===== config.mk =====
export PLATFORM = sky130hd
export DESIGN_NAME = sensorless_bldc_commutation_flat
export DESIGN_NICKNAME = d
export VERILOG_FILES = /design/src/rtl/sbldc_pkg.sv /design/src/rtl/sbldc_stream_if.sv /design/src/rtl/sbldc_hist.sv /design/src/rtl/sensorless_bldc_commutation.sv /design/src/flat_wrapper.sv
export VERILOG_INCLUDE_DIRS = /design/src /design/src/rtl
export SDC_FILE = /design/constraint.sdc
export NUM_CORES = 1
export LEC_CHECK = 0
export BUFFER_PORTS_ARGS = -buffer_cell sky130_fd_sc_hd__buf_2
export CELL_PAD_IN_SITES_DETAIL_PLACEMENT = 0
export CELL_PAD_IN_SITES_GLOBAL_PLACEMENT = 1
export CORE_AREA = 2 2 207 169
export CTS_CLUSTER_SIZE = 20
export DETAILED_ROUTE_END_ITERATION = 8
export DIE_AREA = 0 0 209 171
export GPL_TIMING_DRIVEN = 0
export PLACE_DENSITY = 0.87
export SYNTH_ARGS = -nofsm -noshare
export SYNTH_HDL_FRONTEND = slang
export SYNTH_SLANG_ARGS = --single-unit

===== constraint.sdc =====
create_clock -name clk -period 18.25 [get_ports clk]
set_input_delay 3.65 -clock clk [delete_from_list [all_inputs] [get_ports clk]]
set_output_delay 3.65 -clock clk [all_outputs]
set_load 0.005 [all_outputs]

===== src/rtl/sensorless_bldc_commutation_macros.svh =====
// ----------------------------------------------------------------------------
// sensorless_bldc_commutation_macros
// assertion macros shared by the commutation block
// ----------------------------------------------------------------------------
`ifndef SENSORLESS_BLDC_COMMUTATION_MACROS_SVH
`define SENSORLESS_BLDC_COMMUTATION_MACROS_SVH

// same-cycle implication
`define SBLDC_ASSERT_SAME(label, ck, rs, ante, cons, msg) \
  label: assert property (@(posedge ck) disable iff (rs) (ante) |-> (cons)) \
    else $error(msg);

// next-cycle implication
`define SBLDC_ASSERT_NEXT(label, ck, rs, ante, cons, msg) \
  label: assert property (@(posedge ck) disable iff (rs) (ante) |=> (cons)) \
    else $error(msg);

`endif


===== src/rtl/sbldc_pkg.sv =====
// ----------------------------------------------------------------------------
// sbldc_pkg
// types, constants and drive tables of the sensorless commutation block
// ----------------------------------------------------------------------------
package sbldc_pkg;

  localparam int HISTORY_DEPTH_DEF = 8;
  localparam int TIMER_BITS_DEF    = 16;

  localparam int SUM_W      = 16;
  localparam int IV_W       = 15;
  localparam int AVG_W      = 12;
  localparam int DUTY_W     = 8;
  localparam int COUNT_W    = 16;
  localparam int TOUT_W     = 8;
  localparam int OFFS_W     = 12;
  localparam int STEP_W     = 3;
  localparam int PHASE_W    = 3;
  localparam int APB_ADDR_W = 5;
  localparam int APB_DATA_W = 32;

  localparam logic [IV_W-1:0]    IV_MAX            = 15'h7fff;
  localparam logic [IV_W-1:0]    OVERFLOW_INTERVAL = 15'h1fff;
  localparam logic [IV_W-1:0]    START_INTERVAL    = 15'd400;
  localparam logic [AVG_W-1:0]   VALID_LIMIT       = 12'd1000;
  localparam logic [COUNT_W-1:0] SHORT_DELAY       = 16'd40;
  localparam logic [STEP_W-1:0]  LAST_STEP         = 3'd5;

  localparam logic [DUTY_W-1:0]  TARGET_DUTY_RST    = 8'd100;
  localparam logic [DUTY_W-1:0]  START_DUTY_RST     = 8'd30;
  localparam logic [TOUT_W-1:0]  TIMEOUT_RELOAD_RST = 8'd125;
  localparam logic [COUNT_W-1:0] BLANK_TICKS_RST    = 16'd80;
  localparam logic [OFFS_W-1:0]  DELAY_OFFSET_RST   = 12'd40;

  typedef enum logic [1:0] {
    OP_FAST  = 2'd0,
    OP_SLOW  = 2'd1,
    OP_START = 2'd2,
    OP_NOP   = 2'd3
  } opcode_t;

  typedef enum logic [2:0] {
    REG_TARGET_DUTY    = 3'd0,
    REG_START_DUTY     = 3'd1,
    REG_TIMEOUT_RELOAD = 3'd2,
    REG_BLANK_TICKS    = 3'd3,
    REG_DELAY_OFFSET   = 3'd4
  } reg_index_t;

  typedef enum logic [2:0] {
    BL_ARMED = 3'b001,
    BL_WAIT  = 3'b010,
    BL_BLANK = 3'b100
  } blank_fsm_t;

  localparam logic [1:0] BLANK_CODE_ARMED = 2'd0;
  localparam logic [1:0] BLANK_CODE_WAIT  = 2'd1;
  localparam logic [1:0] BLANK_CODE_BLANK = 2'd2;

  typedef struct packed {
    logic [1:0]        opcode;
    logic              comparator;
    logic [STEP_W-1:0] start_step;
  } sbldc_in_t;

  typedef struct packed {
    logic [STEP_W-1:0]  step_now;
    logic [PHASE_W-1:0] high_side;
    logic [PHASE_W-1:0] low_side;
    logic [DUTY_W-1:0]  duty;
    logic [1:0]         sense_phase;
    logic               is_running;
    logic               commutated;
    logic               timed_out;
    logic [AVG_W-1:0]   avg_interval;
    logic [1:0]         blank_state;
  } sbldc_out_t;

  typedef struct packed {
    logic push;
    logic fill;
  } hist_ctrl_t;

  function automatic logic [1:0] blank_code(blank_fsm_t s);
    logic [1:0] c;
    case (s)
      BL_WAIT:  c = BLANK_CODE_WAIT;
      BL_BLANK: c = BLANK_CODE_BLANK;
      default:  c = BLANK_CODE_ARMED;
    endcase
    return c;
  endfunction

  function automatic logic [PHASE_W-1:0] high_bits(logic [STEP_W-1:0] s);
    logic [PHASE_W-1:0] b;
    case (s)
      3'd2, 3'd3: b = 3'b010;
      3'd4, 3'd5: b = 3'b100;
      default:    b = 3'b001;
    endcase
    return b;
  endfunction

  function automatic logic [PHASE_W-1:0] low_bits(logic [STEP_W-1:0] s);
    logic [PHASE_W-1:0] b;
    case (s)
      3'd1, 3'd2: b = 3'b100;
      3'd3, 3'd4: b = 3'b001;
      default:    b = 3'b010;
    endcase
    return b;
  endfunction

  function automatic logic [1:0] sense_bits(logic [STEP_W-1:0] s);
    logic [1:0] p;
    case (s)
      3'd1, 3'd4: p = 2'd1;
      3'd2, 3'd5: p = 2'd0;
      default:    p = 2'd2;
    endcase
    return p;
  endfunction

endpackage


===== src/rtl/sbldc_stream_if.sv =====
// ----------------------------------------------------------------------------
// sbldc_stream_if
// valid/ready channel carrying one payload beat
// ----------------------------------------------------------------------------
interface sbldc_stream_if #(
  parameter type payload_t = logic
) ();
  logic     valid;
  logic     ready;
  payload_t data;

  modport source (output valid, output data, input ready);
  modport sink   (input valid, input data, output ready);
endinterface


===== src/rtl/sbldc_hist.sv =====
// ----------------------------------------------------------------------------
// sbldc_hist
// crossing interval history with running sum and half-average
// ----------------------------------------------------------------------------
module sbldc_hist #(
  parameter int HISTORY_DEPTH = sbldc_pkg::HISTORY_DEPTH_DEF
) (
  input  logic                         clk,
  input  logic                         rst,
  input  sbldc_pkg::hist_ctrl_t        ctrl,
  input  logic [sbldc_pkg::IV_W-1:0]   iv,
  output logic [sbldc_pkg::AVG_W-1:0]  avg
);
  localparam int POS_W     = $clog2(HISTORY_DEPTH);
  localparam int DIV       = 2 * HISTORY_DEPTH;
  localparam int DIV_SHIFT = sbldc_pkg::SUM_W + $clog2(DIV);
  localparam int PROD_W    = sbldc_pkg::SUM_W + DIV_SHIFT + 1;
  localparam longint unsigned RECIP_L =
    ((longint'(1) << DIV_SHIFT) + longint'(DIV) - 1) / longint'(DIV);
  localparam logic [DIV_SHIFT:0] RECIP = (DIV_SHIFT + 1)'(RECIP_L);
  localparam logic [sbldc_pkg::SUM_W-1:0] FILL_SUM =
    sbldc_pkg::SUM_W'(int'(sbldc_pkg::START_INTERVAL) * HISTORY_DEPTH);
  localparam logic [POS_W-1:0] LAST_POS = POS_W'(HISTORY_DEPTH - 1);

  logic [sbldc_pkg::IV_W-1:0]  hist [HISTORY_DEPTH];
  logic [sbldc_pkg::SUM_W-1:0] sum;
  logic [sbldc_pkg::SUM_W-1:0] sum_next;
  logic [POS_W-1:0]            pos;
  logic [PROD_W-1:0]           prod;

  assign sum_next = sum - sbldc_pkg::SUM_W'(hist[pos]) + sbldc_pkg::SUM_W'(iv);

  // divide by twice the depth through a rounded-up reciprocal
  assign prod = PROD_W'(sum_next) * PROD_W'(RECIP);
  assign avg  = prod[DIV_SHIFT +: sbldc_pkg::AVG_W];

  always_ff @(posedge clk) begin
    if (rst) begin
      sum <= '0;
      pos <= '0;
      for (int i = 0; i < HISTORY_DEPTH; i++) begin
        hist[i] <= '0;
      end
    end else if (ctrl.fill) begin
      sum <= FILL_SUM;
      for (int i = 0; i < HISTORY_DEPTH; i++) begin
        hist[i] <= sbldc_pkg::START_INTERVAL;
      end
    end else if (ctrl.push) begin
      sum       <= sum_next;
      hist[pos] <= iv;
      pos       <= (pos == LAST_POS) ? '0 : pos + 1'b1;
    end
  end

endmodule


===== src/rtl/sensorless_bldc_commutation.sv =====
// ----------------------------------------------------------------------------
// sensorless_bldc_commutation
// six-step sensorless commutation from back-EMF zero crossings
// ----------------------------------------------------------------------------
// Takes one item per clock cycle while the result register is not stalled,
// and returns one result beat for each: a beat lands in an input register,
// and its whole state update is written with the result register as it
// leaves. The running interval sum and its reciprocal multiply set the
// longest path. A stalled result register holds one beat while the input
// register takes the next. All state clears at reset with no clearing pass.
module sensorless_bldc_commutation #(
  parameter int HISTORY_DEPTH = sbldc_pkg::HISTORY_DEPTH_DEF,
  parameter int TIMER_BITS    = sbldc_pkg::TIMER_BITS_DEF
) (
  input  logic                               clk,
  input  logic                               rst,
  sbldc_stream_if.sink                       item,
  sbldc_stream_if.source                     result,
  input  logic                               psel,
  input  logic                               penable,
  input  logic                               pwrite,
  input  logic [sbldc_pkg::APB_ADDR_W-1:0]   paddr,
  input  logic [sbldc_pkg::APB_DATA_W-1:0]   pwdata,
  output logic [sbldc_pkg::APB_DATA_W-1:0]   prdata,
  output logic                               pready
);
  `include "sensorless_bldc_commutation_macros.svh"

  localparam int HW = (TIMER_BITS > sbldc_pkg::IV_W) ? TIMER_BITS : sbldc_pkg::IV_W;

  // configuration
  logic [sbldc_pkg::DUTY_W-1:0]  target_duty;
  logic [sbldc_pkg::DUTY_W-1:0]  start_duty;
  logic [sbldc_pkg::TOUT_W-1:0]  timeout_reload;
  logic [sbldc_pkg::COUNT_W-1:0] blank_ticks;
  logic [sbldc_pkg::OFFS_W-1:0]  delay_offset;
  logic                          cfg_write;

  // handshake
  logic                  in_valid;
  sbldc_pkg::sbldc_in_t  in_data;
  logic                  res_valid;
  sbldc_pkg::sbldc_out_t res_data;
  sbldc_pkg::sbldc_out_t res_data_next;
  logic                  proc;

  // state
  logic [sbldc_pkg::STEP_W-1:0]  step_reg, step_reg_next;
  logic                          running, running_next;
  sbldc_pkg::blank_fsm_t         blank_phase, blank_phase_next;
  logic [TIMER_BITS-1:0]         crossing_timer, crossing_timer_next;
  logic                          overflow_seen, overflow_seen_next;
  logic [sbldc_pkg::COUNT_W-1:0] delay_count, delay_count_next;
  logic                          delay_active, delay_active_next;
  logic [sbldc_pkg::TOUT_W-1:0]  timeout_left, timeout_left_next;
  logic [sbldc_pkg::DUTY_W-1:0]  duty_level, duty_level_next;
  logic                          prev_comparator, prev_comparator_next;
  logic [sbldc_pkg::AVG_W-1:0]   last_average, last_average_next;

  // datapath
  logic [TIMER_BITS-1:0]         timer_inc;
  logic                          overflow_hit;
  logic [HW-1:0]                 half_ext;
  logic [sbldc_pkg::IV_W-1:0]    iv_sat;
  logic [sbldc_pkg::IV_W-1:0]    iv_sel;
  logic [sbldc_pkg::AVG_W-1:0]   hist_avg;
  logic                          zc_edge;
  logic                          push_c;
  logic                          fill_c;
  logic                          commutated_c;
  logic                          timed_out_c;
  sbldc_pkg::hist_ctrl_t         hist_ctrl;

  // apb register file
  assign pready    = 1'b1;
  assign cfg_write = psel & penable & pwrite & pready;

  always_ff @(posedge clk) begin
    if (rst) begin
      target_duty    <= sbldc_pkg::TARGET_DUTY_RST;
      start_duty     <= sbldc_pkg::START_DUTY_RST;
      timeout_reload <= sbldc_pkg::TIMEOUT_RELOAD_RST;
      blank_ticks    <= sbldc_pkg::BLANK_TICKS_RST;
      delay_offset   <= sbldc_pkg::DELAY_OFFSET_RST;
    end else if (cfg_write) begin
      case (sbldc_pkg::reg_index_t'(paddr[4:2]))
        sbldc_pkg::REG_TARGET_DUTY:    target_duty    <= pwdata[sbldc_pkg::DUTY_W-1:0];
        sbldc_pkg::REG_START_DUTY:     start_duty     <= pwdata[sbldc_pkg::DUTY_W-1:0];
        sbldc_pkg::REG_TIMEOUT_RELOAD: timeout_reload <= pwdata[sbldc_pkg::TOUT_W-1:0];
        sbldc_pkg::REG_BLANK_TICKS:    blank_ticks    <= pwdata[sbldc_pkg::COUNT_W-1:0];
        sbldc_pkg::REG_DELAY_OFFSET:   delay_offset   <= pwdata[sbldc_pkg::OFFS_W-1:0];
        default: ;
      endcase
    end
  end

  always_comb begin
    case (sbldc_pkg::reg_index_t'(paddr[4:2]))
      sbldc_pkg::REG_TARGET_DUTY:    prdata = sbldc_pkg::APB_DATA_W'(target_duty);
      sbldc_pkg::REG_START_DUTY:     prdata = sbldc_pkg::APB_DATA_W'(start_duty);
      sbldc_pkg::REG_TIMEOUT_RELOAD: prdata = sbldc_pkg::APB_DATA_W'(timeout_reload);
      sbldc_pkg::REG_BLANK_TICKS:    prdata = sbldc_pkg::APB_DATA_W'(blank_ticks);
      sbldc_pkg::REG_DELAY_OFFSET:   prdata = sbldc_pkg::APB_DATA_W'(delay_offset);
      default:                       prdata = '0;
    endcase
  end

  // input register and result register
  assign proc         = in_valid & (~res_valid | result.ready);
  assign item.ready   = ~in_valid | proc;
  assign result.valid = res_valid;
  assign result.data  = res_data;

  always_ff @(posedge clk) begin
    if (rst) begin
      in_valid  <= 1'b0;
      res_valid <= 1'b0;
    end else begin
      if (item.valid & item.ready) begin
        in_valid <= 1'b1;
      end else if (proc) begin
        in_valid <= 1'b0;
      end
      if (proc) begin
        res_valid <= 1'b1;
      end else if (result.ready) begin
        res_valid <= 1'b0;
      end
    end
  end

  always_ff @(posedge clk) begin
    if (item.valid & item.ready) begin
      in_data <= item.data;
    end
    if (proc) begin
      res_data <= res_data_next;
    end
  end

  // crossing interval
  assign timer_inc    = crossing_timer + 1'b1;
  assign overflow_hit = overflow_seen | (timer_inc == '0);
  assign half_ext     = HW'(timer_inc >> 1);
  assign iv_sat       = (half_ext > HW'(sbldc_pkg::IV_MAX)) ? sbldc_pkg::IV_MAX
                                                           : half_ext[sbldc_pkg::IV_W-1:0];
  assign iv_sel       = overflow_hit ? sbldc_pkg::OVERFLOW_INTERVAL : iv_sat;
  assign zc_edge      = step_reg[0] ? (~prev_comparator & in_data.comparator)
                                    : (prev_comparator & ~in_data.comparator);

  assign hist_ctrl = '{push: proc & push_c, fill: proc & fill_c};

  sbldc_hist #(
    .HISTORY_DEPTH (HISTORY_DEPTH)
  ) u_hist (
    .clk  (clk),
    .rst  (rst),
    .ctrl (hist_ctrl),
    .iv   (iv_sel),
    .avg  (hist_avg)
  );

  always_comb begin
    step_reg_next        = step_reg;
    running_next         = running;
    blank_phase_next     = blank_phase;
    crossing_timer_next  = crossing_timer;
    overflow_seen_next   = overflow_seen;
    delay_count_next     = delay_count;
    delay_active_next    = delay_active;
    timeout_left_next    = timeout_left;
    duty_level_next      = duty_level;
    prev_comparator_next = prev_comparator;
    last_average_next    = last_average;
    push_c               = 1'b0;
    fill_c               = 1'b0;
    commutated_c         = 1'b0;
    timed_out_c          = 1'b0;

    case (sbldc_pkg::opcode_t'(in_data.opcode))
      sbldc_pkg::OP_FAST: begin
        crossing_timer_next  = timer_inc;
        overflow_seen_next   = overflow_hit;
        prev_comparator_next = in_data.comparator;
        // delay runs down before a crossing can reload it
        if (delay_active) begin
          if (delay_count <= sbldc_pkg::COUNT_W'(1)) begin
            if (blank_phase == sbldc_pkg::BL_WAIT) begin
              if (running) begin
                step_reg_next = (step_reg >= sbldc_pkg::LAST_STEP) ? '0 : step_reg + 1'b1;
                commutated_c  = 1'b1;
              end
              blank_phase_next = sbldc_pkg::BL_BLANK;
              delay_count_next = blank_ticks;
            end else begin
              blank_phase_next  = sbldc_pkg::BL_ARMED;
              delay_active_next = 1'b0;
              delay_count_next  = '0;
            end
          end else begin
            delay_count_next = delay_count - 1'b1;
          end
        end
        if (running && blank_phase_next == sbldc_pkg::BL_ARMED && zc_edge) begin
          push_c              = 1'b1;
          overflow_seen_next  = 1'b0;
          crossing_timer_next = '0;
          last_average_next   = hist_avg;
          if (hist_avg > delay_offset && hist_avg < sbldc_pkg::VALID_LIMIT) begin
            timeout_left_next = timeout_reload;
          end
          delay_count_next  = (hist_avg > delay_offset)
                            ? sbldc_pkg::COUNT_W'({hist_avg - delay_offset, 1'b0})
                            : sbldc_pkg::SHORT_DELAY;
          delay_active_next = 1'b1;
          blank_phase_next  = sbldc_pkg::BL_WAIT;
        end
      end
      sbldc_pkg::OP_SLOW: begin
        if (timeout_left != '0) begin
          timeout_left_next = timeout_left - 1'b1;
          if (timeout_left == sbldc_pkg::TOUT_W'(1)) begin
            running_next    = 1'b0;
            duty_level_next = '0;
            timed_out_c     = 1'b1;
          end
        end
        if (running_next) begin
          if (duty_level < target_duty) begin
            duty_level_next = duty_level + 1'b1;
          end else if (duty_level > target_duty) begin
            duty_level_next = duty_level - 1'b1;
          end
        end
      end
      sbldc_pkg::OP_START: begin
        if (!running && target_duty >= start_duty) begin
          fill_c            = 1'b1;
          duty_level_next   = start_duty;
          step_reg_next     = (in_data.start_step <= sbldc_pkg::LAST_STEP)
                            ? in_data.start_step : '0;
          running_next      = 1'b1;
          timeout_left_next = timeout_reload;
          blank_phase_next  = sbldc_pkg::BL_ARMED;
          delay_active_next = 1'b0;
          delay_count_next  = '0;
        end
      end
      default: ;
    endcase
  end

  always_comb begin
    res_data_next.step_now     = step_reg_next;
    res_data_next.high_side    = running_next ? sbldc_pkg::high_bits(step_reg_next) : '0;
    res_data_next.low_side     = running_next ? sbldc_pkg::low_bits(step_reg_next) : '0;
    res_data_next.duty         = duty_level_next;
    res_data_next.sense_phase  = sbldc_pkg::sense_bits(step_reg_next);
    res_data_next.is_running   = running_next;
    res_data_next.commutated   = commutated_c;
    res_data_next.timed_out    = timed_out_c;
    res_data_next.avg_interval = last_average_next;
    res_data_next.blank_state  = sbldc_pkg::blank_code(blank_phase_next);
  end

  always_ff @(posedge clk) begin
    if (rst) begin
      step_reg        <= '0;
      running         <= 1'b0;
      blank_phase     <= sbldc_pkg::BL_ARMED;
      crossing_timer  <= '0;
      overflow_seen   <= 1'b0;
      delay_count     <= '0;
      delay_active    <= 1'b0;
      timeout_left    <= '0;
      duty_level      <= '0;
      prev_comparator <= 1'b0;
      last_average    <= '0;
    end else if (proc) begin
      step_reg        <= step_reg_next;
      running         <= running_next;
      blank_phase     <= blank_phase_next;
      crossing_timer  <= crossing_timer_next;
      overflow_seen   <= overflow_seen_next;
      delay_count     <= delay_count_next;
      delay_active    <= delay_active_next;
      timeout_left    <= timeout_left_next;
      duty_level      <= duty_level_next;
      prev_comparator <= prev_comparator_next;
      last_average    <= last_average_next;
    end
  end

  `SBLDC_ASSERT_SAME(a_delay_tracks_blank, clk, rst, 1'b1,
    delay_active == (blank_phase != sbldc_pkg::BL_ARMED),
    "delay activity disagrees with blanking state")
  `SBLDC_ASSERT_SAME(a_step_in_range, clk, rst, 1'b1,
    step_reg <= sbldc_pkg::LAST_STEP, "commutation step out of range")
  `SBLDC_ASSERT_SAME(a_timeout_stops_drive, clk, rst, res_valid && res_data.timed_out,
    !res_data.is_running && res_data.duty == '0 && res_data.high_side == '0,
    "timeout beat still drives the motor")
  `SBLDC_ASSERT_NEXT(a_commutation_blanks, clk, rst, proc && commutated_c,
    blank_phase == sbldc_pkg::BL_BLANK, "commutation did not start blanking")
  `SBLDC_ASSERT_NEXT(a_start_runs, clk, rst,
    proc && in_data.opcode == sbldc_pkg::OP_START && !running && target_duty >= start_duty,
    running && timeout_left == timeout_reload, "accepted start did not run the motor")

endmodule


===== src/flat_wrapper.sv =====
// flat-port wrapper written by rule: the top's interface ports become plain ports
module sensorless_bldc_commutation_flat import sbldc_pkg::*;
#(
  parameter int HISTORY_DEPTH = sbldc_pkg::HISTORY_DEPTH_DEF,
  parameter int TIMER_BITS    = sbldc_pkg::TIMER_BITS_DEF
)
  (clk, rst, psel, penable, pwrite, paddr, pwdata, prdata, pready, item_valid, item_data, item_ready, result_valid, result_data, result_ready);
  sbldc_stream_if #(.payload_t(sbldc_in_t)) item_i ();
  sbldc_stream_if #(.payload_t(sbldc_out_t)) result_i ();
  input  logic clk;
  input  logic rst;
  input  logic psel;
  input  logic penable;
  input  logic pwrite;
  input  logic [sbldc_pkg::APB_ADDR_W-1:0] paddr;
  input  logic [sbldc_pkg::APB_DATA_W-1:0] pwdata;
  output logic [sbldc_pkg::APB_DATA_W-1:0] prdata;
  output logic pready;
  input wire logic [$bits(item_i.valid)-1:0] item_valid;
  input wire logic [$bits(item_i.data)-1:0] item_data;
  output wire logic [$bits(item_i.ready)-1:0] item_ready;
  output wire logic [$bits(result_i.valid)-1:0] result_valid;
  output wire logic [$bits(result_i.data)-1:0] result_data;
  input wire logic [$bits(result_i.ready)-1:0] result_ready;
  assign item_i.valid = item_valid;
  assign item_i.data = item_data;
  assign item_ready = item_i.ready;
  assign result_valid = result_i.valid;
  assign result_data = result_i.data;
  assign result_i.ready = result_ready;
  sensorless_bldc_commutation #(.HISTORY_DEPTH(HISTORY_DEPTH), .TIMER_BITS(TIMER_BITS)) u_core (.clk(clk), .rst(rst), .item(item_i), .result(result_i), .psel(psel), .penable(penable), .pwrite(pwrite), .paddr(paddr), .pwdata(pwdata), .prdata(prdata), .pready(pready));
endmodule

Word-level counts from Yosys, hierarchy flattened
Memory sizes are Yosys's and may differ from the RTL's. A register that Yosys moved wholly into a read port is not among the register bits.
Cells that the tools add are included.
{"block": "totals", "reg_bits": 185, "latchBits": 0, "ram_bits": 120, "mem_bits_ro": 0, "out_inout_bits": 71, "elab_cells": 226, "memories": 1}
{"name": "u_core.u_hist.hist", "words": 8, "word_bits": 15, "read_ports": 1, "rd_ports_with_merged_regs": 1, "write_ports": 8, "line_no": "sbldc_hist.sv:25", "rtl": "logic [sbldc_pkg::IV_W-1:0] hist [HISTORY_DEPTH];"}
{"block": "op_classes", "add_sub_neg": 10, "mul": 0, "div": 0, "order_cmp": 9, "n_eq_ne": 22, "shifts": 0, "n_mux": 92, "bitwise": 24, "n_reduce_logical": 34}
{"op": "two-way mux 15 bit", "n": 11}
{"op": "two-way mux 16 bit", "n": 6}
{"op": "two-way mux 8 bit", "n": 10}
{"op": "one-hot mux 16 bit (5 select lines)", "n": 1}
{"op": "two-way mux 3 bit", "n": 17}
{"op": "two-way mux 12 bit", "n": 4}
{"op": "one-hot mux 16 bit (2 select lines)", "n": 1}
{"op": "two-way mux 1 bit", "n": 31}
{"op": "one-hot mux 3 bit (2 select lines)", "n": 4}
{"op": "one-hot mux 8 bit (3 select lines)", "n": 1}
{"op": "== test 3 x 2 -> 1 bit, second input constant", "n": 6}
{"op": "adder 16 x 1 -> 16 bit, second input constant", "n": 1}
{"op": "adder 16 x 15 -> 16 bit", "n": 1}
{"op": "<= comparator 16 x 1 -> 1 bit, second input constant", "n": 1}
{"op": "logical NOT 16 bit", "n": 1}
{"op": "one-hot mux 8 bit (2 select lines)", "n": 1}
{"op": "AND reduction 2 bit", "n": 8}
{"op": "subtractor 16 x 1 -> 16 bit, second input constant", "n": 1}
{"op": "subtractor 16 x 15 -> 16 bit", "n": 1}
{"op": "subtractor 8 x 1 -> 8 bit, second input constant", "n": 2}
{"op": "== test 3 bit, second input constant", "n": 5}
{"op": "> comparator 15 bit, second input constant", "n": 1}
{"op": "OR reduction 15 bit", "n": 1}
{"op": "OR reduction 2 bit", "n": 7}
{"op": "other kinds (32)", "n": 68}

Logic depth before layout (Yosys ltp)
Gate-level depths: netlist of the first run.
{"block": "depth", "word_depth": 17, "ltp_mapped": 32, "depth_no_buf": 30}

By module
Synthesis of the first run repeated with hierarchy kept, for this count alone.
{"block": "unflattened", "hier_cells": 1807, "area_unflattened_um2": 17455.5}
{"module": "sensorless_bldc_commutation", "instances": 1, "cells_each": 1193, "area_each_um2": 9828.2}
{"module": "sbldc_hist", "instances": 1, "cells_each": 614, "area_each_um2": 7627.3}

Worst setup path before layout of the first run
No wires, ideal clock.
{"block": "synth_path", "path_kind": "in2out", "from": "input port paddr[2] in the netlist's numbering", "to": "output port prdata[0] in the netlist's numbering", "arrival_time_ns": 4.559, "setup_slack_ns": 10.041, "stages": 4, "n_path_buf": 1, "cell_sequence": "buf_1 > mux2_2 > a22oi_1 > o22ai_1"}
{"block": "synth_between", "elab_chain_len": 2, "elab_cells_between_ends": 6}
{"element": "start, declared", "line_no": "flat_wrapper.sv:15", "rtl": "input logic [sbldc_pkg::APB_ADDR_W-1:0] paddr;"}
{"element": "== test 3 bit, or another cell as far along", "line_no": "sensorless_bldc_commutation.sv:98", "rtl": "case (sbldc_pkg::reg_index_t'(paddr[4:2]))"}
{"element": "one-hot mux 16 bit (5 select lines) (*)", "line_no": "sensorless_bldc_commutation.sv:98"}
{"element": "end, declared", "line_no": "flat_wrapper.sv:17", "rtl": "output logic [sbldc_pkg::APB_DATA_W-1:0] prdata;"}
Mark *: on every way between the ends. The rest lies on a longest branch, timed or not.

Final worst setup path of the first run
{"block": "layout_path", "from": "register u_core.crossing_timer[2]", "to": "register u_core.timeout_left[0] in the netlist's numbering"}
{"block": "layout_between", "elab_chain_len": 9, "elab_cells_between_ends": 12}
{"element": "start, declared", "line_no": "sensorless_bldc_commutation.sv:51", "rtl": "logic [TIMER_BITS-1:0] crossing_timer, crossing_timer_next;"}
{"element": "start signal, assigned", "line_no": "sensorless_bldc_commutation.sv:283", "rtl": "crossing_timer <= crossing_timer_next;"}
{"element": "adder 16 x 1 -> 16 bit (*)", "line_no": "sensorless_bldc_commutation.sv:142", "rtl": "assign timer_inc = crossing_timer + 1'b1;"}
{"element": "> comparator 15 bit / logical NOT 16 bit (equally long branches)", "line_no": "sensorless_bldc_commutation.sv:145, sensorless_bldc_commutation.sv:143"}
{"element": "two-way mux 15 bit / bitwise OR 1 bit (equally long branches)", "line_no": "sensorless_bldc_commutation.sv:145, sensorless_bldc_commutation.sv:143"}
{"element": "two-way mux 15 bit (*)", "line_no": "sensorless_bldc_commutation.sv:147", "rtl": "assign iv_sel = overflow_hit ? sbldc_pkg::OVERFLOW_INTERVAL : iv_sat;"}
{"element": "adder 16 x 15 -> 16 bit (*)", "line_no": "sbldc_hist.sv:31", "rtl": "assign sum_next = sum - sbldc_pkg::SUM_W'(hist[pos]) + sbldc_pkg::SUM_W'(iv);"}
{"element": "named net u_core.hist_avg, one bit", "line_no": "sensorless_bldc_commutation.sv:66", "rtl": "logic [sbldc_pkg::AVG_W-1:0] hist_avg;"}
{"element": "> comparator 12 bit / less-than comparator 12 x 10 -> 1 bit (equally long branches)", "line_no": "sensorless_bldc_commutation.sv:209", "rtl": "if (hist_avg > delay_offset && hist_avg < sbldc_pkg::VALID_LIMIT) begin"}
{"element": "logical AND 1 bit (*)", "line_no": "sensorless_bldc_commutation.sv:209"}
{"element": "inequality test 2 x 1 -> 1 bit (no source line) (*)"}
{"element": "AND reduction 6 bit (no source line) (*)"}
{"element": "end signal, assigned", "line_no": "sensorless_bldc_commutation.sv:287", "rtl": "timeout_left <= timeout_left_next;"}
{"element": "end, declared", "line_no": "sensorless_bldc_commutation.sv:55", "rtl": "logic [sbldc_pkg::TOUT_W-1:0] timeout_left, timeout_left_next;"}
Mark *: on every way through the listed nets, which the timed path passes. The rest lies on a longest branch.
A chain may end at the register's enable or synchronous reset.

==> results of run 1 <==
==> worst reg2reg max path, delay by kind of cell (launching register included) <==
family	cells	cell delay (ns)
flip-flops	1	0.42
XOR/XNOR	1	0.25
AND/OR/NAND/NOR	8	1.66
AO/OA/AOI/OAI	11	3.81
adder cells (fa/ha/maj)	3	1.33
buffers and inverters	5	0.99
multiplexers	1	0.21
==> placed cells by master, fill, tap and decap left out, types with 13 or more instances in the layout <==
| master | instances |
|---|---|
| o21ai_0 | 73 |
| a21o_1 | 17 |
| nand2_1 | 206 |
| mux4_2 | 30 |
| inv_1 | 98 |
| nor2b_1 | 16 |
| nor2_1 | 204 |
| o211ai_1 | 21 |
| clkbuf_16 | 38 |
| and3_1 | 20 |
| a22oi_1 | 20 |
| xnor2_1 | 26 |
| fa_1 | 16 |
| mux2_2 | 28 |
| clkbuf_1 | 86 |
| mux2i_1 | 22 |
| a211oi_1 | 13 |
| conb_1 | 17 |
| buf_2 | 100 |
| nor3_1 | 37 |
| o22ai_1 | 22 |
| a21oi_1 | 160 |
| ha_1 | 60 |
| a31oi_1 | 18 |
| edfxtp_1 | 162 |
| nand3_1 | 52 |
| xor2_1 | 22 |
| and2_1 | 18 |
| dfxtp_1 | 146 |
| buf_4 | 19 |
==> layout make-up <==
| class | instances | area (sq um) | area share (%) |
|---|---|---|---|
| multi-input cells | 1266 | 8270 | 43.00 |
| flip-flops and latches | 308 | 7787 | 40.49 |
| clock buffers | 48 | 1018 | 5.296 |
| plain buffers | 125 | 585.6 | 3.045 |
| well taps | 441 | 551.8 | 2.869 |
| repair buffers | 85 | 440.4 | 2.290 |
| inverters | 101 | 386.6 | 2.010 |
| clock inverters | 13 | 191.4 | 0.9954 |
==> logic make-up after synthesis <==
family | Yosys count | synth area share [%]
AOI/OAI and AO/OA | 414 | 15.19
xor gates and xnor gates | 48 | 2.477
adders and majority gates | 76 | 6.310
buffers and inverters | 226 | 5.721
DFF | 308 | 45.88
muxes | 80 | 7.136
other | 2 | 0.04425
and+or+nand+nor | 631 | 17.24
==> synthesized netlist by cell type, drive strengths merged, types with 7 or more instances <==
| master | number | area share [%] |
|---|---|---|
| a211oi | 13 | 0.57 |
| a21o | 17 | 0.75 |
| a21oi | 161 | 4.8 |
| a22o | 8 | 0.41 |
| a22oi | 20 | 0.88 |
| a31oi | 19 | 0.74 |
| and2 | 19 | 0.71 |
| and3 | 20 | 0.74 |
| buf | 45 | 1.6 |
| clkbuf | 80 | 1.8 |
| dfxtp | 146 | 17 |
| edfxtp | 162 | 29 |
| fa | 16 | 1.9 |
| ha | 60 | 4.4 |
| inv | 101 | 2.3 |
| mux2 | 28 | 1.9 |
| mux2i | 22 | 1.3 |
| mux4 | 30 | 4.0 |
| nand2 | 209 | 4.7 |
| nand2b | 8 | 0.29 |
| nand3 | 53 | 1.6 |
| nand4 | 11 | 0.49 |
| nor2 | 205 | 4.6 |
| nor2b | 16 | 0.59 |
| nor3 | 38 | 1.2 |
| nor4 | 8 | 0.33 |
| o211ai | 21 | 0.93 |
| o21a | 9 | 0.40 |
| o21ai | 74 | 2.2 |
| o22ai | 23 | 0.88 |
| o31ai | 8 | 0.35 |
| or2 | 10 | 0.37 |
| or3 | 7 | 0.29 |
| xnor2 | 26 | 1.3 |
| xor2 | 22 | 1.1 |
==> layer usage <==
metal / vias to the layer above / routed length (microns) / GRT usage, %
met3: 75 / 4799 / 5.984
met5: - / 0 / 0
met2: 686 / 21300 / 40.81
met1: 7026 / 23640 / 43.54
li1: 6643 / - / -
met4: 0 / 1020 / 6.739
==> power by group through the flow <==
| stage | Sequential [mW] | Clock (mW) | Combinational [mW] |
|---|---|---|---|
| floorplan | 0.773 | 0 | 0.123 |
| global placement | 0.776 | 0 | 0.178 |
| detailed placement | 0.777 | 0 | 0.181 |
| CTS | 0.762 | 0.751 | 0.182 |
| global route | 0.764 | 0.779 | 0.203 |
| finish | 0.763 | 0.750 | 0.187 |
==> worst paths after layout <==
| check | startpoint | end | depth (start not counted) |
|---|---|---|---|
| worst max-delay path | u_core.crossing_timer[2]$_SDFFE_PP0P_ | u_core.timeout_left[0]$_SDFFE_PP0P_ | 29 |
| worst min-delay path | u_core.delay_offset[8]$_SDFFE_PP0P_ | u_core.delay_offset[8]$_SDFFE_PP0P_ | 2 |
| worst max register to register | u_core.crossing_timer[2]$_SDFFE_PP0P_ | u_core.timeout_left[0]$_SDFFE_PP0P_ | 29 |
| worst min register to register | u_core.delay_offset[8]$_SDFFE_PP0P_ | u_core.delay_offset[8]$_SDFFE_PP0P_ | 2 |
==> metrics by stage <==
step           instances  setup slack [ns]  hold WS, ns
3_5_place_dp        2326             9.555       0.4431
6_report            2387             9.423       0.4539
4_1_cts             2387             9.556       0.4527
2_1_floorplan       1800             10.04       0.4329
3_3_place_gp        2325             9.571       0.4381
5_1_grt             2387             8.673       0.4710
==> impl_metrics.json, run 1 <==
{
  "final_core_util_pct": 56.63,
  "synth_flop_cell": "edfxtp_1",
  "crit_fanout": 10,
  "largest_reg_flops": 120,
  "grt_pass1_vias": 13300,
  "std_cell_rows": 61,
  "crit_required_ns": 18.63,
  "final_area_sq_um": 19230,
  "critPathBufInv": 5,
  "ys_ff_latch": 308,
  "start_util_pct": 49.97,
  "cap_violations": 0,
  "slew_headroom_pct": 26.97,
  "startpoint_type": "flip-flop",
  "p_sw_uw": 421.9,
  "post_dp_cell_area_sq_um": 18020,
  "finalNetCount": 2048,
  "area_delta_synth_final_pct": 13.31,
  "end_kind": "flip-flop",
  "finalClockSkew_ns": 0.02121,
  "h-tree-depth": 2,
  "final.fill_count": 2927,
  "syn_inst": 1785,
  "rsz0062_at_grt": "false",
  "numPortBuffers": 84,
  "synth-async-reset-ratio_pct": 0,
  "die_w_microns": 209,
  "die-area_sq_um": 35740,
  "cp_top_family": "compound AO/OA/AOI/OAI gates",
  "clockBufferDepth": 3,
  "ys_types": 88,
  "drc_errors": 0,
  "p_clk_share_pct": 44.1,
  "globalRouteOverflowTotal": 0,
  "finalPower_mw": 1.699,
  "grt_start_max_net_pins": 42,
  "track_usage_pct": 28.44,
  "die_y_microns": 171,
  "yosysSeqAreaShare_pct": 45.88,
  "hold_buffers": 0,
  "outcome": "finished, final reports clean",
  "setup_violations": 0,
  "drt_iter0_markers": 1904,
  "postCtsSetupRepairBufs": 0,
  "yosysWarningCount": 0,
  "cts_tree": "yes",
  "ir_worst_vdd_v": 0.00005133,
  "powerDensity_nw_per_um2": 88.36,
  "seqPwrFrac_pct": 44.9,
  "cts_root_buf": "clkbuf_16",
  "worstSetupPathType": "flip-flop to flip-flop",
  "clk_latency_ns": 0.53,
  "wl_mm": 50.75,
  "io_pins": 121,
  "cp_slowest_cell": "a211oi_1",
  "largest_register": "u_core.u_hist.hist",
  "hold_class": "flip-flop to flip-flop",
  "synth_enable_flop_cells": 162,
  "ant_nets": 0,
  "drt-vias-per-instance": 6.045,
  "power.internal_mw": 1.278,
  "fin_crit_sh_pct": 48.37,
  "grt_pass1_wl_mm": 78.03,
  "setup-tns-final_ns": 0,
  "crit_top_cell": "a211oi_1",
  "combPwrFrac_pct": 11.0,
  "clock_sinks": 308,
  "num_antenna_cells": 0,
  "cts-resized-gates": 0,
  "first_pass_iters": 5,
  "postSynthAreaPerCell_sq_um": 9.508,
  "cpPeakStageDelay_ns": 0.87,
  "tightest_slew_ns": 1.089,
  "rrSetupSlack_ns": 9.42,
  "drive_above_1_share_pct": 13.82,
  "netlist_area_sq_um": 16970,
  "vias": 14430,
  "cts.reportedPaths.clkPinSlew_ns": 0.06,
  "cts_buffers": 35,
  "fmax_mhz": 113.3,
  "arrival_ns": 9.20,
  "antenna_found_initial": 0,
  "switching_share_pct": 24.83,
  "period_minus_slack_ns": 8.827,
  "final_hold_viol_count": 0,
  "routabilityCongestion": 0.9489,
  "drt-wirelength-per-cell_microns": 21.26,
  "coreArea_sq_um": 33960,
  "finalMaxSlewViolations": 0,
  "dpl.hpwl_mm": 37.74,
  "p_leak_nw": 7.216
}
Power figures use the tool's default switching activity.
==> run 2: changes to the inputs <==
--- a/config.mk
+++ b/config.mk
@@ -9,12 +9,12 @@
 export BUFFER_PORTS_ARGS = -buffer_cell sky130_fd_sc_hd__buf_2
 export CELL_PAD_IN_SITES_DETAIL_PLACEMENT = 0
 export CELL_PAD_IN_SITES_GLOBAL_PLACEMENT = 1
-export CORE_AREA = 2 2 207 169
+export CORE_AREA = 2 2 226 183
 export CTS_CLUSTER_SIZE = 20
 export DETAILED_ROUTE_END_ITERATION = 8
-export DIE_AREA = 0 0 209 171
+export DIE_AREA = 0 0 228 185
 export GPL_TIMING_DRIVEN = 0
-export PLACE_DENSITY = 0.87
+export PLACE_DENSITY = 0.78
 export SYNTH_ARGS = -nofsm -noshare
 export SYNTH_HDL_FRONTEND = slang
 export SYNTH_SLANG_ARGS = --single-unit
==> constraint.sdc (replaced) <==
create_clock -name clk -period 7.2 [get_ports clk]
set_input_delay 1.44 -clock clk [delete_from_list [all_inputs] [get_ports clk]]
set_output_delay 1.44 -clock clk [all_outputs]
set_load 0.005 [all_outputs]
==> run 2 against run 1 <==
Effect of this change: wire length up 3.5%; total power grew to 2.5 times the previous value; clock skew increased by 0.0058 ns; maximum frequency up 28%; register-to-register slack lost 9.1 ns; first-iteration DRC count fell by 17%; final area increased by 2.7%; clock-buffer cell count down 6; sequential cell count did not move; largest cell class unchanged; worst hold slack lost 0.0015 ns.
==> impl_metrics.json, run 2 (synthesis gave the netlist of run 1 again) <==
{
  "outcome": "finished, final reports clean",
  "final.fill_count": 3807,
  "num_antenna_cells": 0,
  "final_area_sq_um": 19740,
  "first_pass_iters": 5,
  "finalNetCount": 2064,
  "largest_reg_flops": 120,
  "crit_required_ns": 7.66,
  "drt-vias-per-instance": 5.665,
  "cap_violations": 0,
  "switching_share_pct": 26.24,
  "globalRouteOverflowTotal": 0,
  "p_sw_mw": 1.117,
  "combPwrFrac_pct": 11.7,
  "hold_class": "flip-flop to flip-flop",
  "start_util_pct": 42.29,
  "cp_slowest_cell": "xnor2_1",
  "antenna_found_initial": 0,
  "largest_register": "u_core.u_hist.hist",
  "coreArea_sq_um": 40130,
  "cpPeakStageDelay_ns": 0.58,
  "finalPower_mw": 4.257,
  "io_pins": 121,
  "end_kind": "flip-flop",
  "fin_crit_sh_pct": 95.98,
  "hold_buffers": 0,
  "grt_start_max_net_pins": 42,
  "holdWs_ns": 0.4524,
  "wl_mm": 52.51,
  "post_dp_cell_area_sq_um": 18150,
  "die_y_microns": 185,
  "setup-tns-final_ns": 0,
  "fmax_mhz": 144.7,
  "drt-wirelength-per-cell_microns": 20.96,
  "clockBufferDepth": 3,
  "startpoint_type": "flip-flop",
  "layout_common_cells": "206 x nand2_1, 202 x nor2_1, 162 x edfxtp_1",
  "finalMaxSlewViolations": 0,
  "ant_nets": 0,
  "p_leak_nw": 7.339,
  "cts_tree": "yes",
  "std_cell_rows": 66,
  "arrival_ns": 7.37,
  "track_usage_pct": 24.63,
  "ir_worst_vdd_v": 0.0001838,
  "finalClockSkew_ns": 0.02698,
  "drt_iter0_markers": 1584,
  "powerDensity_nw_per_um2": 215.6,
  "slew_headroom_pct": 27.19,
  "numPortBuffers": 84,
  "tightest_slew_ns": 1.084,
  "h-tree-depth": 2,
  "cts_root_buf": "clkbuf_16",
  "final_common_cell": "nand2_1",
  "period_minus_slack_ns": 6.911,
  "p_clk_share_pct": 42.9,
  "dpl.hpwl_mm": 38.80,
  "power.internal_mw": 3.140,
  "cts_buffers": 35,
  "die_w_microns": 228,
  "vias": 14190,
  "seqPwrFrac_pct": 45.4,
  "routabilityCongestion": 0.9202,
  "drc_errors": 0,
  "crit_fanout": 10,
  "grt_pass1_vias": 13240,
  "setup_violations": 0,
  "die-area_sq_um": 42180,
  "drive_above_1_share_pct": 16.98,
  "clock_sinks": 308,
  "clk_latency_ns": 0.55,
  "cts.reportedPaths.clkPinSlew_ns": 0.06,
  "grt_pass1_wl_mm": 80.12,
  "worstSetupPathType": "flip-flop to flip-flop",
  "area_delta_synth_final_pct": 16.32,
  "final_hold_viol_count": 0
}
## run 2: stage by stage
| step | cells | setup WS [ns] | utilization, % |
|---|---|---|---|
| final | 2505 | 0.2892 | 49.19 |
| after global routing | 2505 | -0.006781 | 49.19 |
| after floorplan | 1800 | 0.4587 | - |
| after global placement | 2428 | -1.267 | 45.17 |
| after CTS | 2493 | 0.006667 | 48.57 |
| after detailed placement | 2429 | -1.321 | 45.23 |
## run 2: layout make-up
cell class	instances	area (sq um)	area share (%)
well taps	544	680.7	3.448
flip-flops and latches	308	7799	39.50
multi-input cells	1266	8556	43.34
inverters	101	386.6	1.958
clock buffers	42	954.7	4.836
plain buffers	122	581.8	2.947
clock inverters	18	188.9	0.9570
repair buffers	104	595.6	3.017
## run 2: final timing paths
path,depth (start not counted),slack (ns),from,endpoint
worst min-delay path,2,0.45,u_core.last_average[8]$_SDFFE_PP0P_,u_core.last_average[8]$_SDFFE_PP0P_
worst max register to register,30,0.29,u_core.crossing_timer[0]$_SDFFE_PP0P_,u_core.timeout_left[3]$_SDFFE_PP0P_
worst max-delay path,30,0.29,u_core.crossing_timer[0]$_SDFFE_PP0P_,u_core.timeout_left[3]$_SDFFE_PP0P_
worst min register to register,2,0.45,u_core.last_average[8]$_SDFFE_PP0P_,u_core.last_average[8]$_SDFFE_PP0P_
## run 2: worst max-delay path: cells and delay by family (launching register included)
| kind | cells | cell delay [ns] |
|---|---|---|
| adders and majority gates | 4 | 1.41 |
| xor gates and xnor gates | 2 | 0.80 |
| AOI/OAI and AO/OA | 11 | 2.12 |
| and+or+nand+nor | 8 | 1.38 |
| buffers and inverters | 5 | 0.72 |
| DFF | 1 | 0.39 |
## run 2: power by group through the flow
| stage | registers, mW | clock network [mW] | logic [mW] |
|---|---|---|---|
| 2_1_floorplan | 1.96 | 0 | 0.312 |
| 3_3_place_gp | 1.97 | 0 | 0.457 |
| 3_5_place_dp | 1.97 | 0 | 0.462 |
| 4_1_cts | 1.93 | 1.85 | 0.474 |
| 5_1_grt | 1.94 | 1.91 | 0.536 |
| 6_report | 1.93 | 1.83 | 0.496 |
## run 2: repair_timing
action                                  in CTS  in global routing
pin swaps                                    6                 18
gates resized for setup                     29                 38
endpoints found under the setup margin      20                 20
buffers inserted                             5                 14
## run 2: per-layer routing
layer  GRT usage, %  share of wire [%]
met4          6.353                2.2
met2          35.57                 42
met1          38.36                 48
met3          3.325                8.5
met5              0                  0
==> run 3: changes to the inputs <==
--- a/config.mk
+++ b/config.mk
@@ -9,12 +9,13 @@
 export BUFFER_PORTS_ARGS = -buffer_cell sky130_fd_sc_hd__buf_2
 export CELL_PAD_IN_SITES_DETAIL_PLACEMENT = 0
 export CELL_PAD_IN_SITES_GLOBAL_PLACEMENT = 1
-export CORE_AREA = 2 2 226 183
+export CORE_AREA = 2 2 207 169
 export CTS_CLUSTER_SIZE = 20
 export DETAILED_ROUTE_END_ITERATION = 8
-export DIE_AREA = 0 0 228 185
+export DIE_AREA = 0 0 209 171
 export GPL_TIMING_DRIVEN = 0
-export PLACE_DENSITY = 0.78
+export PLACE_DENSITY = 0.87
+export RECOVER_POWER = 50
 export SYNTH_ARGS = -nofsm -noshare
 export SYNTH_HDL_FRONTEND = slang
 export SYNTH_SLANG_ARGS = --single-unit
==> constraint.sdc (replaced) <==
create_clock -name clk -period 8 [get_ports clk]
set_input_delay 1.6 -clock clk [delete_from_list [all_inputs] [get_ports clk]]
set_output_delay 1.6 -clock clk [all_outputs]
set_load 0.005 [all_outputs]
==> run 3 against run 2 <==
Effect of this change: the flow now finishes with violations (max-capacitance violations, max-slew violations); worst hold slack improved by 0.0014 ns; sequential power fell by 9.8%; non-clock buffer count fell by 12; clock power fell by 7%; core utilization rose by 7.6 points.
==> impl_metrics.json, run 3 (synthesis gave the netlist of run 1 again) <==
{
  "setup_violations": 0,
  "layout_setup_ws_ns": 0.3823,
  "r2r_start": "u_core.crossing_timer[0]$_SDFFE_PP0P_",
  "finalClockSkew_ns": 0.02229,
  "wl_mm": 51.09,
  "globalRouteOverflowTotal": 0,
  "setup-tns-final_ns": 0,
  "cap_violations": 2,
  "grt_pass1_vias": 13310,
  "hold_buffers": 0,
  "numPortBuffers": 84,
  "drt-vias-per-instance": 6.031,
  "period_minus_slack_ns": 7.618,
  "crit_fanout": 10,
  "clock_sinks": 308,
  "ir_worst_vdd_v": 0.0001167,
  "first_pass_iters": 5,
  "drt_iter0_markers": 1862,
  "outcome": "finished with violations",
  "end_kind": "flip-flop",
  "p_leak_nw": 7.141,
  "final_core_util_pct": 56.75,
  "cp_slowest_cell": "fa_1",
  "fin_crit_sh_pct": 95.22,
  "drc_errors": 0,
  "grt_start_max_net_pins": 42,
  "clockBufferDepth": 3,
  "multiInputGateArea_sq_um": 8358,
  "coreArea_sq_um": 33960,
  "slew_headroom_pct": -36.30,
  "grt_pass1_wl_mm": 78.05,
  "num_antenna_cells": 0,
  "cts.reportedPaths.clkPinSlew_ns": 0.06,
  "finalPower_mw": 3.873,
  "largest_reg_flops": 120,
  "std_cell_rows": 61,
  "arrival_ns": 7.99,
  "die_y_microns": 171,
  "track_usage_pct": 28.45,
  "finalMaxSlewViolations": 47,
  "routabilityCongestion": 0.9489,
  "largest_register": "u_core.u_hist.hist",
  "crit_top_cell": "a21oi_1",
  "drt-wirelength-per-cell_microns": 21.37,
  "cts_root_buf": "clkbuf_16",
  "die_w_microns": 209,
  "post_dp_cell_area_sq_um": 18020,
  "finalNetCount": 2052,
  "cpPeakStageDelay_ns": 0.52,
  "seq_area_sq_um": 7787,
  "ant_nets": 0,
  "tightest_slew_ns": 2.045,
  "final.fill_count": 2930,
  "worstSetupPathType": "flip-flop to flip-flop",
  "final_hold_viol_count": 0,
  "antenna_found_initial": 0,
  "violations": "max-capacitance violations, max-slew violations",
  "final_common_cell": "nand2_1",
  "crit_required_ns": 8.37,
  "final_area_sq_um": 19280,
  "drive_above_1_share_pct": 12.36,
  "placedCellCount": 2326,
  "layout_common_cells": "207 x nand2_1, 203 x nor2_1, 162 x edfxtp_1",
  "vias": 14420,
  "area_delta_synth_final_pct": 13.57,
  "io_pins": 121,
  "die-area_sq_um": 35740,
  "powerDensity_nw_per_um2": 200.9,
  "startpoint_type": "flip-flop",
  "h-tree-depth": 2,
  "cts_tree": "yes",
  "dpl.hpwl_mm": 37.74,
  "clk_latency_ns": 0.53,
  "fmax_mhz": 131.3,
  "final_cells": 2391,
  "cts_buffers": 35,
  "min_from": "u_core.delay_offset[8]$_SDFFE_PP0P_",
  "startpoint": "u_core.crossing_timer[0]$_SDFFE_PP0P_",
  "place_ws_ns": -0.5321,
  "start_util_pct": 49.97,
  "holdWs_ns": 0.4538,
  "hold_class": "flip-flop to flip-flop"
}
## run 3: cell types whose count changed in the layout (fill, tap and decap cells not counted), sizes merged
cell | previous run | this run
buf | 150 | 92
clkbuf | 118 | 170
clkinvlp | 4 | 0
bufinv | 3 | 5
inv | 103 | 101
clkinv | 9 | 8
## run 3: layout make-up
cell class / instances / share of cell area, %
clock inverter: 13 / 0.9931
multi-input combinational: 1266 / 43.36
clock buffer: 48 / 5.284
tap: 441 / 2.863
buffer: 125 / 2.940
timing repair buffer: 89 / 2.155
inverter: 101 / 2.006
sequential: 308 / 40.40
## run 3: worst paths after layout
kind / endpoint / slack [ns] / cells past startpoint
hold reg to reg: u_core.delay_offset[8]$_SDFFE_PP0P_ / 0.45 / 2
setup reg to reg: u_core.timeout_left[0]$_SDFFE_PP0P_ / 0.38 / 31
hold / removal: u_core.delay_offset[8]$_SDFFE_PP0P_ / 0.45 / 2
setup / recovery: u_core.timeout_left[0]$_SDFFE_PP0P_ / 0.38 / 31
## run 3: what timing repair did
item	CTS	global route
pin swaps	1	3
resized for setup	4	21
setup endpoints to repair	8	20
setup buffers	1	3
## run 3: worst max-delay path: cells and delay by family, from the launching register on
family,cells,cell delay [ns]
fa+ha+maj,4,1.59
mux,1,0.22
flops,1,0.42
simple gates,8,1.49
xor+xnor,2,0.46
buf+inv,5,0.90
compound gates,11,2.39
## run 3: layer usage
layer / wire length [microns] / GRT usage, % / share of wire, %
met1: 23850 / 43.51 / 47
met2: 21350 / 40.72 / 42
met3: 4793 / 6.039 / 9.4
met4: 1097 / 6.957 / 2.1
met5: 0 / 0 / 0
## run 3: report_power, final
part | switching, mW | internal, mW | total, mW
Clock | 0.653 | 1.05 | 1.70
Sequential | 0.0257 | 1.71 | 1.74
Combinational | 0.281 | 0.148 | 0.429
Total | 0.960 | 2.91 | 3.87
